### src/rtl/ssi_pkg.sv
// shared types and constants of the segment versus square intersection test
// no dependencies
`default_nettype none

package ssi_pkg;

  localparam int unsigned COORD_WIDTH_DEF = 16;

  localparam int unsigned CFG_ADDR_W = 2;

  typedef enum logic [CFG_ADDR_W-1:0] {
    CFG_CENTER_X  = 2'd0,
    CFG_CENTER_Y  = 2'd1,
    CFG_HALF_SIZE = 2'd2
  } cfg_reg_e;

  // output transaction: hit in bit 0, edge mask in bits 4:1, zero padded
  localparam int unsigned OUT_TDATA_W = 8;
  localparam int unsigned OUT_HIT_BIT = 0;
  localparam int unsigned OUT_MASK_LO = 1;
  localparam int unsigned OUT_MASK_HI = 4;

  localparam int unsigned PIPE_DEPTH = 4;

endpackage

`default_nettype wire

### src/rtl/ssi_edge.sv
// four stage test of one segment against one square edge
// depends on ssi_pkg
`default_nettype none

module ssi_edge #(
  parameter int unsigned COORD_WIDTH = ssi_pkg::COORD_WIDTH_DEF
) (
  input  wire logic                          clk_i,
  input  wire logic                          en_i,
  input  wire logic signed [COORD_WIDTH-1:0] p1_i,
  input  wire logic signed [COORD_WIDTH-1:0] q1_i,
  input  wire logic signed [COORD_WIDTH-1:0] p2_i,
  input  wire logic signed [COORD_WIDTH-1:0] q2_i,
  input  wire logic signed [COORD_WIDTH:0]   k_i,
  input  wire logic signed [COORD_WIDTH:0]   lo_i,
  input  wire logic signed [COORD_WIDTH:0]   hi_i,
  input  wire logic                          empty_i,
  output logic                               hit_o
);

  localparam int unsigned DW = COORD_WIDTH + 1;
  localparam int unsigned NW = COORD_WIDTH + 2;
  localparam int unsigned PW = 2 * COORD_WIDTH + 4;

  // stage 1: differences
  logic signed [DW-1:0] dp1_d, dp1_q, dq1_d, dq1_q;
  logic signed [NW-1:0] n1_d, n1_q, a1_d, a1_q, b1_d, b1_q;
  logic                 skip1_q;

  assign dp1_d = DW'(p2_i) - DW'(p1_i);
  assign dq1_d = DW'(q2_i) - DW'(q1_i);
  assign n1_d  = NW'(k_i) - NW'(p1_i);
  assign a1_d  = NW'(lo_i) - NW'(q1_i);
  assign b1_d  = NW'(hi_i) - NW'(q1_i);

  always_ff @(posedge clk_i) begin
    if (en_i) begin
      dp1_q   <= dp1_d;
      dq1_q   <= dq1_d;
      n1_q    <= n1_d;
      a1_q    <= a1_d;
      b1_q    <= b1_d;
      skip1_q <= empty_i;
    end
  end

  // stage 2: orient so the direction across the edge is positive, range check
  logic                 flip;
  logic signed [NW-1:0] dp2_d, dp2_q, n2_d, n2_q, a2_q, b2_q;
  logic signed [DW-1:0] dq2_q;
  logic                 skip2_d, skip2_q;

  assign flip    = dp1_q[DW-1];
  assign dp2_d   = flip ? -NW'(dp1_q) : NW'(dp1_q);
  assign n2_d    = flip ? -n1_q : n1_q;
  assign skip2_d = skip1_q || (dp1_q == '0) || n2_d[NW-1] || (n2_d > dp2_d);

  always_ff @(posedge clk_i) begin
    if (en_i) begin
      dp2_q   <= dp2_d;
      n2_q    <= n2_d;
      dq2_q   <= dq1_q;
      a2_q    <= a1_q;
      b2_q    <= b1_q;
      skip2_q <= skip2_d;
    end
  end

  // stage 3: cross products
  logic signed [PW-1:0] pa_d, pa_q, pn_d, pn_q, pb_d, pb_q;
  logic                 skip3_q;

  assign pa_d = PW'(a2_q) * PW'(dp2_q);
  assign pn_d = PW'(n2_q) * PW'(dq2_q);
  assign pb_d = PW'(b2_q) * PW'(dp2_q);

  always_ff @(posedge clk_i) begin
    if (en_i) begin
      pa_q    <= pa_d;
      pn_q    <= pn_d;
      pb_q    <= pb_d;
      skip3_q <= skip2_q;
    end
  end

  // stage 4: crossing point within the edge span
  logic hit_d, hit_q;

  assign hit_d = !skip3_q && (pa_q <= pn_q) && (pn_q <= pb_q);

  always_ff @(posedge clk_i) begin
    if (en_i) begin
      hit_q <= hit_d;
    end
  end

  assign hit_o = hit_q;

endmodule

`default_nettype wire

### config.mk
export PLATFORM = sky130hd
export DESIGN_NAME = ssi_edge
export DESIGN_NICKNAME = d
export VERILOG_FILES = /design/src/rtl/ssi_pkg.sv /design/src/rtl/ssi_edge.sv
export SDC_FILE = /design/constraint.sdc
export NUM_CORES = 2
export LEC_CHECK = 0
export BUFFER_PORTS_ARGS = -buffer_cell sky130_fd_sc_hd__buf_2
export CAP_MARGIN = 20
export CORE_ASPECT_RATIO = 0.75
export CORE_MARGIN = 5
export CORE_UTILIZATION = 65
export CTS_CLUSTER_SIZE = 24
export DETAILED_ROUTE_END_ITERATION = 12
export PLACE_DENSITY_LB_ADDON = 0.08
export SYNTH_ARGS = -nofsm -noshare
export SYNTH_HDL_FRONTEND = slang
export SYNTH_SLANG_ARGS = --single-unit
export TNS_END_PERCENT = 50
### constraint.sdc
create_clock -name clk_i -period 9.34 [get_ports clk_i]
set_input_delay 0.467 -clock clk_i [delete_from_list [all_inputs] [get_ports clk_i]]
set_output_delay 0.467 -clock clk_i [all_outputs]
set_load 0.02 [all_outputs]
==> metrics.md <==
| Metric | Value |
|---|---|
| Clock Sinks | between 200 and 300 |
| Status | finished clean |
| CP max FO | 16 |
| Slew of the pin with the lowest slew margin | between 1 and 1.5 ns |
| Worst Setup End Kind | flop |
| Synthesized cell area | just over 50000 sq um |
| Syn_area_per_cell | roughly 10 sq um |
| Synthesized net count | around 6700 |
| Final net count | 6783 |
| Post-synth ARST share | 0% |
| TNS Setup | 0 ns |
| Top-area cell type share of the netlist area | 38.3% |
| TritonCTS clock tree | yes |
| Avg WL per Cell | between 15 and 20 um |
| Top area cells in the synthesized netlist | fa_1 38%, edfxtp_1 17%, ha_1 11% |
| Cts bufs inserted | 36 |
| DP Wirelength | roughly 100 mm |
| Area growth syn-to-layout | 5.79% |
| Critical path class | flop to flop |
| DR pass1 iterations | 8 |
| Routability cong. | between 0.9 and 1 |
| Final Max Slew Viols | 0 |
| Syn. warnings | 0 |
| Initial antenna violation count | 7 |
| Minimum clock period | roughly 7.7 ns |
| Final wirelength | approximately 120 mm |
| Hold buffers post-CTS | 0 |
| # resized after CTS | 0 |
| MaxCap Viol Count | 0 |
| Die footprint | 84100 sq um |
| Htree depth | 2 |
| Setup Fix Bufs, Post-CTS | 0 |
| Post-synth EDFFs | approximately 290 |
| Library cells used by synthesis | 76 |
| Core ar. | between 70000 and 80000 sq um |
| Post-route DRC | 0 |
| Rel. slew slack | approximately 18% |
| RSZ-0062 raised after global routing | no |
| GRT Overall Usage | between 20 and 30% |
| Hold-critical path depth | 1 |
| Worst Hold Class | input port to flop |
| Yosys reg bits | 288 |
| Ys flop type | edfxtp_1 |
| Most common cell after layout, fill and taps aside | inv_1 |
| Layout cells sized above 1 | under 10% |
| Yosys top cell by area | fa_1 |
| DR iter-0 viols | 2727 |
| Die H | between 200 and 300 um |
| Final Skew | ~0.029 ns |
| Row Count | 88 |
| ANT nets after route | 0 |
| Io pins | roughly 120 |
| Port bufs | about 120 |
| Vias | 35201 |
| Chip Width | ~330 um |
| Final setup viols | 0 |
| Cells after synthesis | roughly 5200 |
| Clock Latency Late Sink | approximately 0.6 ns |
| Longest Clk Path Bufs | 3 |
| Starting density of the core | between 60% and 70% |
| Hold violation count in the final report | 0 |
| Grt ovf | 0 |
| Crit path launch type | flop |
| Most frequent cells in the layout | 1250 x inv_1, 974 x fa_1, 511 x nand2_1 |
| Hold_ws | between 0.05 and 0.06 ns |
| First-pass GRT wire length | between 150 and 200 mm |
| Post-synthesis sequential area ratio | roughly 17% |
| Worst EP arrival | approximately 8 ns |
| Reg clk slew, reported paths | around 0.07 ns |
| Clock root buffer | clkbuf_16 |
| Vias in the first global route | 36648 |
| Max Freq | 130 MHz |
| Req. time, crit path | 9.67 ns |
| Crit share post-route | between 80 and 90% |
| Largest net degree at the start of global routing | ~110 |
| FF-to-FF path depth | 20 |
| Vias/cell | 5.58 |
-- sequential cells by signal (all words and copies together), names as in the netlist --
name / flops
skip3_q: 1
pa_q: 36
dp2_q: 18
pn_q: 35
a2_q: 18
dq2_q: 17
dp1_q: 17
hit_o: 1
n1_q: 18
n2_q: 18
b1_q: 18
skip2_q: 1
pb_q: 36
a1_q: 18
skip1_q: 1
b2_q: 18
dq1_q: 17
-- synthesized netlist by cell type, drive strengths merged (4+ instances only) --
| library cell | instances |
|---|---|
| inv | 1251 |
| fa | 974 |
| nand2 | 511 |
| and2 | 482 |
| ha | 448 |
| edfxtp | 288 |
| nor2 | 154 |
| xnor2 | 153 |
| clkbuf | 147 |
| a21oi | 120 |
| o21ai | 100 |
| a21o | 76 |
| nor3 | 50 |
| nand3 | 46 |
| nand2b | 40 |
| nor2b | 38 |
| xor2 | 32 |
| o21a | 27 |
| nand4 | 21 |
| or3 | 19 |
| a211oi | 16 |
| a21boi | 15 |
| o31ai | 15 |
| o21bai | 13 |
| or2 | 13 |
| and3 | 12 |
| o211ai | 11 |
| nor4 | 10 |
| a211o | 9 |
| a221oi | 8 |
| a31oi | 8 |
| nand3b | 8 |
| o2111ai | 7 |
| o31a | 6 |
| nor3b | 5 |
| o221ai | 5 |
| or4 | 5 |
| o211a | 4 |
-- worst max-delay path, stage by stage, from the launching register on --
cell and delay (ns):
edfxtp_1 0.78, clkinv_1 0.79, buf_16 0.40, nor2_1 0.14
fa_1 0.46, fa_1 0.53, fa_1 0.43, fa_1 0.46
fa_1 0.49, inv_1 0.05, fa_1 0.48, inv_1 0.04
ha_1 0.39, nand3_1 0.20, o21ai_0 0.48, inv_1 0.17
o311ai_1 0.47, a21oi_2 0.15, o21bai_1 0.23, a311o_1 0.22
xor2_1 0.07
-- per-layer routing --
layer  vias up  wire [um]  GRT usage, %
li1      16002          -             -
met1     17648      51600          43.0
met2      1318      53500          45.5
met3       225      10500          6.23
met4         8       5650          11.4
met5         -         58             0
-- final timing paths --
| path | from | end | slack, ns |
|---|---|---|---|
| setup / recovery | dp2_q[17] | pa_q[33] | 1.65 |
| hold / removal | empty_i | skip1_q | 0.05 |
| setup reg to reg | dp2_q[17] | pa_q[33] | 1.65 |
| hold reg to reg | dq1_q[10] | dq2_q[10] | 0.42 |
-- kinds of logic after synthesis --
family / share of synthesized area (%)
compound gates: 6.08
mux: 0.0811
xor+xnor: 3.18
buf+inv: 10.3
fa+ha+maj: 49.3
flops: 17.0
other cells: 0.0147
simple gates: 14.0
-- final cells by class --
type,count,area [sq um]
Fill cell,6029,23400
Clock buffer,40,937
Inverter,1253,4700
Tap cell,1035,1290
Multi-Input combinational cell,3502,37000
Antenna cell,2,5.00
Sequential cell,288,8650
Timing Repair Buffer,162,951
Clock inverter,26,318
-- through the flow --
stage	setup slack, ns	instances	utilization [%]	instance area, sq um
after floorplan	2.82	5191	-	50900
after CTS	1.71	6306	69.7	53900
after global placement	1.66	6239	68.0	52600
after global routing	1.33	6306	69.7	53900
final	1.65	6308	69.7	53900
after detailed placement	1.75	6240	68.1	52600
Power is left out: the tool's default activity adds up to more than one toggle a clock period on the data nets, which glitch-free logic cannot reach.
